File: config.mk
export PLATFORM = sky130hd
export DESIGN_NAME = vtd_front
export DESIGN_NICKNAME = d
export VERILOG_FILES = /design/src/rtl/vtd_pkg.sv /design/src/rtl/vtd_front.sv
export SDC_FILE = /design/constraint.sdc
export NUM_CORES = 1
export LEC_CHECK = 0
export BUFFER_PORTS_ARGS = -buffer_cell sky130_fd_sc_hd__buf_2
export CAP_MARGIN = 20
export CORE_MARGIN = 2
export CORE_UTILIZATION = 25
export CTS_BUF_LIST = sky130_fd_sc_hd__clkbuf_4
export DETAILED_ROUTE_END_ITERATION = 10
export GPL_TIMING_DRIVEN = 0
export PLACE_DENSITY = 0.46
export SETUP_SLACK_MARGIN = 0.3
export SYNTH_ARGS = -nofsm -noshare
export SYNTH_HDL_FRONTEND = slang
export SYNTH_SLANG_ARGS = --single-unit
File: constraint.sdc
create_clock -name clock -period 3.1 [get_ports clock]
set_input_delay 0.62 -clock clock [delete_from_list [all_inputs] [get_ports clock]]
set_output_delay 0.62 -clock clock [all_outputs]
set_load 0.05 [all_outputs]
File: src/rtl/vtd_pkg.sv
// ----------------------------------------------------------------------------
// Vertex tuple dedup package
// Shared types and constants for the vertex tuple deduplicator.
// ----------------------------------------------------------------------------
package vtd_pkg;

   localparam int MaxUnique  = 1024;
   localparam int SlotBits   = $clog2(MaxUnique);
   localparam int CountBits  = $clog2(MaxUnique + 1);
   localparam int KeyBits    = 64;
   localparam int UidBits    = 10;

   typedef struct packed {
      logic [15:0] position_index;
      logic [15:0] colour_index;
      logic [15:0] texcoord_index;
      logic [15:0] normal_index;
   } req_type;

   typedef struct packed {
      logic [UidBits-1:0] unique_index;
      logic               is_new;
      logic               overflow;
   } rsp_type;

endpackage

File: src/rtl/vtd_front.sv
// ----------------------------------------------------------------------------
// Dedup front end
// Accepts requests into a two-entry queue that feeds the search engine.
// ----------------------------------------------------------------------------
module vtd_front import vtd_pkg::*; (
   input  logic    clock,
   input  logic    reset,
   input  logic    req_push,
   output logic    req_full,
   input  req_type req_data,
   output logic    q_valid,
   output req_type q_data,
   input  logic    q_take
);

   req_type    slot_ff [2];
   logic       rd_ptr_ff, rd_ptr_in;
   logic       wr_ptr_ff, wr_ptr_in;
   logic [1:0] cnt_ff, cnt_in;
   logic       push_ok, take_ok;

   assign req_full = (cnt_ff == 2'd2);
   assign push_ok  = req_push && !req_full;
   assign q_valid  = (cnt_ff != 2'd0);
   assign take_ok  = q_take && q_valid;
   assign q_data   = slot_ff[rd_ptr_ff];

   // Advance pointers and count
   always_comb begin
      rd_ptr_in = rd_ptr_ff ^ take_ok;
      wr_ptr_in = wr_ptr_ff ^ push_ok;
      cnt_in    = cnt_ff + {1'b0, push_ok} - {1'b0, take_ok};
   end

   always_ff @(posedge clock) begin
      if (reset) begin
         rd_ptr_ff <= 1'b0;
         wr_ptr_ff <= 1'b0;
         cnt_ff    <= 2'd0;
      end else begin
         rd_ptr_ff <= rd_ptr_in;
         wr_ptr_ff <= wr_ptr_in;
         cnt_ff    <= cnt_in;
      end
      if (push_ok) begin
         slot_ff[wr_ptr_ff] <= req_data;
      end
   end

endmodule

# After elaboration in Yosys (flattened, before gate mapping)
# Memory sizes are Yosys's and may differ from the RTL's. A register that Yosys moved wholly into a read port is not among the register bits.
# Index checks and enable logic that the tools add are counted.
# word_totals
reg_bits,4
latchBits,0
ram_bits,128
mem_bits_ro,0
input_bits,68
out_inout_bits,66
word_cells,16
n_memories,1
# mem_list
name,words,word_bits,read_ports,rd_clocked_by_memory_dff,wr,line_no,text
slot_ff,2,64,1,1,1,vtd_front.sv:16,req_type slot_ff [2];
# op_classes
n_addsub,2
mul,0
n_div,0
magnitude_cmp,0
n_eq_ne,1
n_shift,0
mux,3
bitwise,2
reduce_logical,4
# op_table
op,n
1-bit 2-to-1 mux,3
2-bit by 1-bit adder with 2-bit output,1
2-bit equality test (second input constant),1
1-bit logical AND,2
2-bit nonzero test,1
2-bit by 1-bit subtractor with 2-bit output,1
1-bit XOR,2
1-bit logical NOT,1

# Logic depth before layout (Yosys ltp)
# Gate-level depths: netlist (run 1).
# logic_depth
depth_word,5
mapped_depth,7
ltp_nobuf,7

# Least setup slack after synthesis (run 1)
# OpenSTA, ideal clock, no wires.
# synth_timing
path_type,input to register
start,input port req_push
end,memory slot_ff[1][0] in the netlist's numbering (enable)
setup_ns,0.429
t_arrival_ns,2.308
t_required_ns,2.671
slack_ns,0.363
stages,2
path_buffers,0
path_cell_list,and2_1 -> ha_1
# synth_via
elab_chain_cells,3
# synth_lines
item,line_no,text
"start, declared",vtd_front.sv:8,"input logic req_push,"
1-bit logical AND,vtd_front.sv:23,assign push_ok = req_push && !req_full;
1-bit 2-to-1 mux,vtd_front.sv:45,if (push_ok) begin
1-bit 2-to-1 mux (implied by the code),vtd_front.sv:46,slot_ff[wr_ptr_ff] <= req_data;
"end, declared",vtd_front.sv:16,
# No other way between the ends.

==> results of run 1 <==
## area by class of cell
class	count	share of cell area, %
plain buffers	7	1.008
clock buffers	19	2.298
clock inverters	8	2.217
inverters	3	0.1814
multi-input cells	80	14.23
flip-flops and latches	132	63.21
well taps	260	5.241
repair buffers	135	11.61
## per-stage QoR
| stage | area [um2] | TNS (ns) |
|---|---|---|
| finish | 6207 | 0 |
| global route | 6207 | 0 |
| CTS | 6207 | 0 |
| floorplan | 4856 | 0 |
| detailed placement | 5927 | 0 |
| global placement | 5847 | -106.75 |
## power breakdown
| group | leakage [nW] | switching, mW | internal [mW] | total (mW) |
|---|---|---|---|---|
| sequential | 1.23 | 0.0565 | 2.26 | 2.31 |
| clock | 0.155 | 0.571 | 0.630 | 1.20 |
| combinational | 0.913 | 1.40 | 0.581 | 1.98 |
| total | 2.30 | 2.03 | 3.47 | 5.50 |
## logic make-up (layout without fill, tap and decap cells)
family          after synthesis  after routing
compound gates                1              1
xor+xnor                      1              1
fa+ha+maj                     4              4
buf+inv                      10            172
flops                       132            132
mux                          65             65
simple gates                  9              9
## placed cells by master, fill, tap and decap left out
cell type,n
clkbuf_4,19
nor2b_1,2
clkinv_2,2
or2_2,1
edfxtp_1,128
ha_4,2
buf_6,4
buf_16,2
bufinv_16,4
inv_1,3
o21a_1,1
ha_1,2
xnor3_1,1
and2_1,1
mux2_2,65
nand2_1,1
dfxtp_1,4
nand2b_1,1
buf_4,1
clkinv_1,2
nor2_1,3
buf_2,135
## routing by layer
| layer | vias to the layer above | share of wire (%) | track usage [%] |
|---|---|---|---|
| met1 | 1236 | 42 | 10.35 |
| met4 | 2 | 0.97 | 3.251 |
| met5 | - | 0.15 | 0 |
| met2 | 90 | 50 | 16.34 |
| met3 | 8 | 7.5 | 4.465 |
| li1 | 1183 | - | - |
## critical path: cells and delay by family, from the launching register on
kind                   cells  cell delay [ns]
flip-flops                 1             0.36
multiplexers               1             0.35
buffers and inverters      3             0.61
## flip-flops by register name, summed over array words and instances (netlist names)
| register | cells |
|---|---|
| slot_ff | 128 |
| wr_ptr_ff | 1 |
| cnt_ff | 2 |
| rd_ptr_ff | 1 |
## worst max-delay path by stage
| stage | to | start | cells after the start |
|---|---|---|---|
| after floorplan | slot_ff[1][0] | req_push | 2 |
| after global placement | slot_ff[1][29] | req_push | 3 |
| after detailed placement | slot_ff[0][47] | req_push | 4 |
| after CTS | q_data[62] | rd_ptr_ff | 4 |
| after global routing | q_data[23] | rd_ptr_ff | 4 |
| final | q_data[23] | rd_ptr_ff | 4 |
==> impl_metrics.ini, run 1 <==
[die]
core_um2 = 18890
rows = 50
io_pins = 134
die_y_um = 143.4
start_util_pct = 25.70
die-area_um2 = 20560
die_width_um = 143.4

[worst_setup_path]
worstPathCellList = buf_4 -> buf_6 -> mux2_2 -> buf_2
r2r-end = slot_ff[0][52]
crit_path_max_fanout = 10
cpPeakStageDelay_ns = 0.36
crit_required_ns = 2.48
rrSetupSlack_ns = 1.31
crit_arrival_ns = 1.83
startpoint_type = flip-flop
criticalPathCategory = flip-flop to output port
rr_worst_depth = 4
cp_slowest_cell = dfxtp_1
end_kind = output port
reg2reg_from = cnt_ff[0]

[routing]
drt-pass1-iter-count = 4
drtIter0Drc = 76
via_per_inst = 3.911
drtAntennaViolNets = 0
wl_per_cell_um = 14.73
wirelength_um = 9488
drc_errors = 0
route.vias.total = 2519

[yosys]
async_flop_share_pct = 0
yosysTopAreaCell = edfxtp_1
synth-xor-area-share_pct = 0.4638
synth_cells = 222
synthMuxAreaShare_pct = 15.07
synth_compound_area_share_pct = 0.1546
synth_top_family_by_area = multiplexers
netlist_top_cells_area = edfxtp_1, mux2_2, dfxtp_1, ha_1, buf_6
synth_common_cells = edfxtp_1, mux2_2, buf_6, dfxtp_1, ha_1
ys_types = 16
yosysSeqAreaShare_pct = 80.80
syn-cell-area_um2 = 4856
synth_simple_gate_area_share_pct = 0.9534
syn_avg_cell_area_um2 = 21.87
synth_most_common_cell = edfxtp_1
ys_seq_elements = 132
synth_edf_count = 128
yosys_warnings = 0
syn-num-nets = 294
synth_ff_type = edfxtp_1
synth_fa_ha_area_share_pct = 1.031
synth_top_area_share_pct = 79.15

[timing]
hold_viol = 0
setup_viol = 0
max-slew-margin-rel_pct = 78.09
slew_viol_final = 0
worst_pin_slew_ns = 0.3286
fin_crit_ns = 2.448
grt_setup_unrepaired = no
worst_slack_ns = 0.6515
fin_skew_ns = 0.01151
max_clock_freq_ghz = 0.4084
period_share_pct = 78.98
whs_ns = 0.2966

[placed_design]
placed_cells = 617
dp_slack_ns = 1.088
port_buffers = 133
dpl.hpwl_um = 6113
gp_congestion = 0.6470

[clocking]
hold_buffers = 0
cts_tree = yes
path_clk_slew_ns = 0.11
clock-root-buffer = clkbuf_4
cts_max_level = 4
insertion_delay_ns = 0.50
post_cts_resize_count = 0
clock-sinks = 132
cts_inserted_buffers = 17
postCtsSetupBuffers = 0
clockBufferDepth = 2

[global_routing]
antenna_found_initial = 1
grt_pass1_wl_um = 14430
grt_max_degree = 48
grt_usage_pct = 9.517
overflow = 0
grt_pass1_vias = 2848

[finish]
fin_util_pct = 32.85
nets = 448
final_cells = 644
syn2layout_area_growth_pct = 27.83
multi_input_area_um2 = 883.3
drive_above_1_share_pct = 61.20
fillers = 1919
regArea_um2 = 3924
diodes = 0

[min_path]
whs_path_depth = 1
worstHoldStart = req_data[12]
hold_path.class = primary input to flip-flop
holdPathEnd = slot_ff[1][12]

[power_and_ir_drop]
ir_drop_mv = 0.2912
power_mw = 5.498
power.leakage_nw = 2.297
power.density_nw_per_um2 = 885.7

[run_status]
outcome = finished, final reports clean

[flow_run]
timing.max_cap.violations = 0
No activity file was read; power rests on OpenSTA's default activity.
==> inputs of run 2 (changes only) <==
--- a/config.mk
+++ b/config.mk
@@ -12,7 +12,7 @@
 export CTS_BUF_LIST = sky130_fd_sc_hd__clkbuf_4
 export DETAILED_ROUTE_END_ITERATION = 10
 export GPL_TIMING_DRIVEN = 0
-export PLACE_DENSITY = 0.46
+export PLACE_DENSITY = 0.48
 export SETUP_SLACK_MARGIN = 0.3
 export SYNTH_ARGS = -nofsm -noshare
 export SYNTH_HDL_FRONTEND = slang
==> constraint.sdc (replaced) <==
create_clock -name clock -period 2.1 [get_ports clock]
set_input_delay 0.42 -clock clock [delete_from_list [all_inputs] [get_ports clock]]
set_output_delay 0.42 -clock clock [all_outputs]
set_load 0.05 [all_outputs]
==> run 2 against run 1 <==
The flow now finishes with violations (setup timing). Clock skew about the same. First-iteration DRC count rose by 42%. Non-clock buffer count up 15. Sequential power is 48% higher. Largest power group is now combinational logic. Combinational power grew 99%. Count of clock-buffer cells in the layout is 1 lower. Wire length grew 8.4%. Global-route usage rose by 0.80 points. Via count grew 3.5%. Power grew 67%.
==> impl_metrics.ini, run 2 (synthesized netlist as in run 1, its figures left out) <==
[run_status]
outcome = finished with violations
violations = setup timing

[clocking]
clock-sinks = 132
insertion_delay_ns = 0.51
clockBufferDepth = 2
cts_max_level = 4
clock-root-buffer = clkbuf_4
path_clk_slew_ns = 0.12
cts_tree = yes
cts_inserted_buffers = 17

[routing]
route.vias.total = 2606
wirelength_um = 10280
drc_errors = 0
wl_per_cell_um = 15.49
drtAntennaViolNets = 0
drtIter0Drc = 108
via_per_inst = 3.925
drt-pass1-iter-count = 4

[timing]
period_share_pct = 100.5
whs_ns = 0.08855
tns_ns = -0.02860
fin_skew_ns = 0.01178
slew_viol_final = 0
max_clock_freq_ghz = 0.4740
worst_slack_ns = -0.009849
max-slew-margin-rel_pct = 80.43
hold_viol = 0
grt_setup_unrepaired = yes
fin_crit_ns = 2.110
worst_pin_slew_ns = 0.2936
setup_viol = 6

[finish]
regMostFlops = slot_ff
syn2layout_area_growth_pct = 44.83
largest_reg_flops = 128
final_common_cell = edfxtp_1
drive_above_1_share_pct = 62.38
nets = 463
top_regs = slot_ff: 128 flops, cnt_ff: 2 flops
diodes = 0
mostFrequentLayoutCells = edfxtp_1, buf_2, buf_6

[min_path]
holdPathEnd = slot_ff[0][33]
whs_path_depth = 1
worstHoldStart = req_data[33]
hold_path.class = primary input to flip-flop

[placed_design]
dp_slack_ns = 0.1878
dpl.hpwl_um = 6346
gp_congestion = 0.6313
port_buffers = 133

[worst_setup_path]
r2r-end = slot_ff[1][49]
end_kind = output port
crit_path_max_fanout = 10
crit_arrival_ns = 1.69
rrSetupSlack_ns = 0.40
rr_worst_depth = 4
startpoint_type = flip-flop
criticalPathCategory = flip-flop to output port
reg2reg_from = cnt_ff[0]
crit_required_ns = 1.68
startpoint = rd_ptr_ff

[power_and_ir_drop]
p_switching_mw = 3.305
power_frac_comb_pct = 43.1
ir_drop_mv = 0.4703
clkPwrFrac_pct = 19.4
power.density_nw_per_um2 = 1302
intPower_mw = 5.850
power.leakage_nw = 2.623
power_frac_seq_pct = 37.5
switching_share_pct = 36.10

[die]
start_util_pct = 25.70
die-area_um2 = 20560
io_pins = 134
rows = 50
die_width_um = 143.4
die_y_um = 143.4
core_um2 = 18890

[global_routing]
antenna_found_initial = 0
grt_pass1_vias = 2893
grt_usage_pct = 10.32
overflow = 0
grt_max_degree = 40
grt_pass1_wl_um = 15400

[flow_run]
timing.max_cap.violations = 0
run 2: how the worst max path moves through the flow:
stage	endpoint	slack, ns
finish	q_data[8]	-0.01
floorplan	slot_ff[1][0]	0.16
global placement	slot_ff[0][51]	-0.42
detailed placement	slot_ff[0][28]	0.19
global route	q_data[24]	-0.15
CTS	q_data[54]	-0.10
run 2: area by class of cell:
| cell class | count | area [um2] |
|---|---|---|
| buffer | 7 | 135.1 |
| clock buffer | 18 | 135.1 |
| clock inverter | 14 | 160.2 |
| fill | 1810 | 11860 |
| inverter | 3 | 11.26 |
| multi-input combinational | 80 | 953.4 |
| sequential | 132 | 3930 |
| tap | 260 | 325.3 |
| timing repair buffer | 150 | 1383 |
run 2: power groups by stage:
stage	Combinational, mW	Clock (mW)	Sequential, mW
2_1_floorplan	2.26	0	3.46
3_3_place_gp	2.89	0	3.48
3_5_place_dp	2.97	0	3.49
4_1_cts	3.94	1.88	3.44
5_1_grt	4.13	1.98	3.47
6_report	3.94	1.78	3.43
run 2: through the flow:
step	cells	power [mW]	utilization (%)	cell area [um2]
after CTS	656	9.260	36.65	6924
after global routing	664	9.585	37.23	7033
after floorplan	222	5.721	-	4861
after global placement	615	6.373	30.97	5852
after detailed placement	617	6.460	31.29	5912
final	664	9.155	37.23	7033
run 2: critical path, cell delays in order, from the launching register on:
cell,delay [ns]
dfxtp_4,0.38
buf_4,0.16
buf_12,0.14
mux2_2,0.35
buf_6,0.16
run 2: what timing repair did:
action / in CTS / in global routing
gates cloned: 2 / 1
resized for setup: 188 / 4
pin swaps: 2 / 1
buffers inserted: 5 / 1
hold buffers: 0 / 6
endpoints found under the setup margin: 141 / 110
endpoints found under the hold margin: 0 / 10
run 2: per-layer routing:
layer | GRT usage, % | share of wire (%) | up-vias
li1 | - | - | 1218
met1 | 11.34 | 41 | 1302
met2 | 17.84 | 52 | 79
met3 | 3.932 | 5.4 | 7
met4 | 4.386 | 1.2 | 0
met5 | 0 | 0 | -
==> inputs of run 3 (changes only) <==
--- a/config.mk
+++ b/config.mk
@@ -5,6 +5,7 @@
 export SDC_FILE = /design/constraint.sdc
 export NUM_CORES = 1
 export LEC_CHECK = 0
+export ABC_AREA = 1
 export BUFFER_PORTS_ARGS = -buffer_cell sky130_fd_sc_hd__buf_2
 export CAP_MARGIN = 20
 export CORE_MARGIN = 2
@@ -12,7 +13,7 @@
 export CTS_BUF_LIST = sky130_fd_sc_hd__clkbuf_4
 export DETAILED_ROUTE_END_ITERATION = 10
 export GPL_TIMING_DRIVEN = 0
-export PLACE_DENSITY = 0.48
+export PLACE_DENSITY = 0.47
 export SETUP_SLACK_MARGIN = 0.3
 export SYNTH_ARGS = -nofsm -noshare
 export SYNTH_HDL_FRONTEND = slang
==> run 3 against run 2 <==
Die area rose by 3.1%. Highest routed layer is now met5. Sequential power grew 3%. Count of clock-buffer cells in the layout grew 1. Power grew 5.1%. The flow still finishes with violations (setup timing). Register-to-register slack better by 0.04 ns. Clock power is 10% lower. Combinational power increased by 14%. Synthesized cell count rose by 5.4%.
==> impl_metrics.ini, run 3 <==
[clocking]
cts_inserted_buffers = 17
clock-root-buffer = clkbuf_4
clock-sinks = 132
insertion_delay_ns = 0.52
cts_max_level = 4
clockBufferDepth = 2
path_clk_slew_ns = 0.11
cts_tree = yes
hold_buffers = 0

[yosys]
syn_avg_cell_area_um2 = 21.41
synth_cells = 234
ys_seq_elements = 132
yosysSeqAreaShare_pct = 78.32
async_flop_share_pct = 0
netlist_top_cells_area = edfxtp_1, mux2_4, mux2_2, dfxtp_1, buf_6
synth_common_cells = edfxtp_1, mux2_4, mux2_2, inv_1, nor2_1
syn-cell-area_um2 = 5010
yosys_warnings = 0
synth_edf_count = 128
syn-num-nets = 306
synth_most_common_cell = edfxtp_1
yosysTopAreaCell = edfxtp_1
synth_top_area_share_pct = 76.72
synth_ff_type = edfxtp_1
ys_types = 13

[timing]
max-slew-margin-rel_pct = 79.02
period_share_pct = 100.2
setup_viol = 2
worst_slack_ns = -0.004973
grt_setup_unrepaired = yes
fin_crit_ns = 2.105
hold_viol = 0
fin_skew_ns = 0.009035
worst_pin_slew_ns = 0.3146
max_clock_freq_ghz = 0.4751
slew_viol_final = 0

[run_status]
outcome = finished with violations
violations = setup timing

[worst_setup_path]
startpoint_type = flip-flop
crit_path_max_fanout = 10
worst-path-buf-inv = 3
worstPathCellList = buf_12 -> buf_12 -> mux2_4 -> buf_6
crit_required_ns = 1.68
criticalPathCategory = flip-flop to output port
rrSetupSlack_ns = 0.44
cpPeakStageDelay_ns = 0.38
end_kind = output port
crit_arrival_ns = 1.68
cpMostUsedCell = buf_12
crit_family = buffers and inverters
cp_slowest_cell = dfxtp_4

[routing]
route.vias.total = 2634
wirelength_um = 10060
drc_errors = 0
drtAntennaViolNets = 0
via_per_inst = 3.902
drt-pass1-iter-count = 4
wl_per_cell_um = 14.91
drtIter0Drc = 77

[global_routing]
grt_usage_pct = 9.598
grt_pass1_wl_um = 15230
met2_usage_pct = 15.85
grt.busiest_layer = met2
antenna_found_initial = 2
grt_pass1_vias = 2872
use_met1_pct = 10.59
grt_max_degree = 34
use_met3_pct = 3.918
overflow = 0

[min_path]
hold_path.class = primary input to flip-flop

[die]
die_y_um = 145.6
rows = 51
die-area_um2 = 21190
io_pins = 134
die_width_um = 145.6
core_um2 = 19590
start_util_pct = 25.57

[power_and_ir_drop]
power.leakage_nw = 2.734
ir_drop_mv = 0.8746
power.density_nw_per_um2 = 1354
power_mw = 9.620

[finish]
largest_reg_flops = 128
drive_above_1_share_pct = 60.49
regMostFlops = slot_ff
final_cells = 675
syn2layout_area_growth_pct = 41.83
final_area_um2 = 7106
top_regs = slot_ff: 128 flops, cnt_ff: 2 flops
diodes = 0
final_common_cell = edfxtp_1
nets = 470
mostFrequentLayoutCells = edfxtp_1, buf_2, mux2_4

[placed_design]
place_area_um2 = 6072
placed_cells = 634
gp_congestion = 0.7194
port_buffers = 133
dpl.hpwl_um = 6328

[flow_run]
timing.max_cap.violations = 0
-- run 3: changes by cell type after synthesis, moves of 2 or more --
cell     previous run  this run
nor2b_1             2         0
inv_1               3        10
mux2_4              0        38
mux2_2             65        26
nor2_1              3         8
nand3_1             0         2
nand2_1             1         5
-- run 3: cell families after synthesis --
family                     share of synthesized area, %
muxes                                             17.23
DFF                                               78.32
adders and majority gates                        0.9990
and+or+nand+nor                                   1.174
AOI/OAI and AO/OA                                0.1996
buffers and inverters                             2.073
-- run 3: final cells by class --
| cell class | instances | area (um2) |
|---|---|---|
| multi-input cells | 85 | 1067 |
| flip-flops and latches | 132 | 3929 |
| well taps | 265 | 331.6 |
| inverters | 10 | 37.54 |
| clock inverters | 12 | 115.1 |
| repair buffers | 145 | 1348 |
| clock buffers | 19 | 142.6 |
| fillers | 1875 | 12480 |
| plain buffers | 7 | 135.1 |
-- run 3: per-layer routing --
layer  routed length, um  part of all wire (%)
met1                4212                    42
met2                4997                    50
met3                 696                   6.9
met4                 147                   1.5
met5                   8                 0.080
-- run 3: per-stage QoR --
| stage | setup WS [ns] | util (%) | setup TNS [ns] | hold slack (ns) |
|---|---|---|---|---|
| 3_5_place_dp | 0.1613 | 31.00 | 0 | 0.6114 |
| 4_1_cts | -0.08299 | 35.53 | -3.785 | 0.01069 |
| 2_1_floorplan | 0.1883 | - | 0 | 0.4867 |
| 5_1_grt | -0.1279 | 36.27 | -6.246 | 0.001644 |
| 3_3_place_gp | -0.4918 | 30.69 | -62.36 | 0.5690 |
| 6_report | -0.004973 | 36.27 | -0.007409 | 0.08281 |
-- run 3: path summary, 6_finish.rpt --
kind,start,end,cells past startpoint
min,req_data[5],slot_ff[1][5],1
max reg2reg,cnt_ff[1],slot_ff[1][34],5
max,rd_ptr_ff,q_data[46],4
min reg2reg,cnt_ff[1],cnt_ff[1],3
-- run 3: power by group --
| part | leakage (nW) | switching (mW) | internal [mW] |
|---|---|---|---|
| combinational | 1.37 | 2.56 | 1.93 |
| sequential | 1.23 | 0.115 | 3.41 |
| clock | 0.130 | 0.897 | 0.704 |
-- run 3: timing repair --
action	in CTS	in global routing
resized for setup	156	31
cloned	2	1
pin swaps	2	1
setup buffers	5	2
endpoints found under the setup margin	130	132
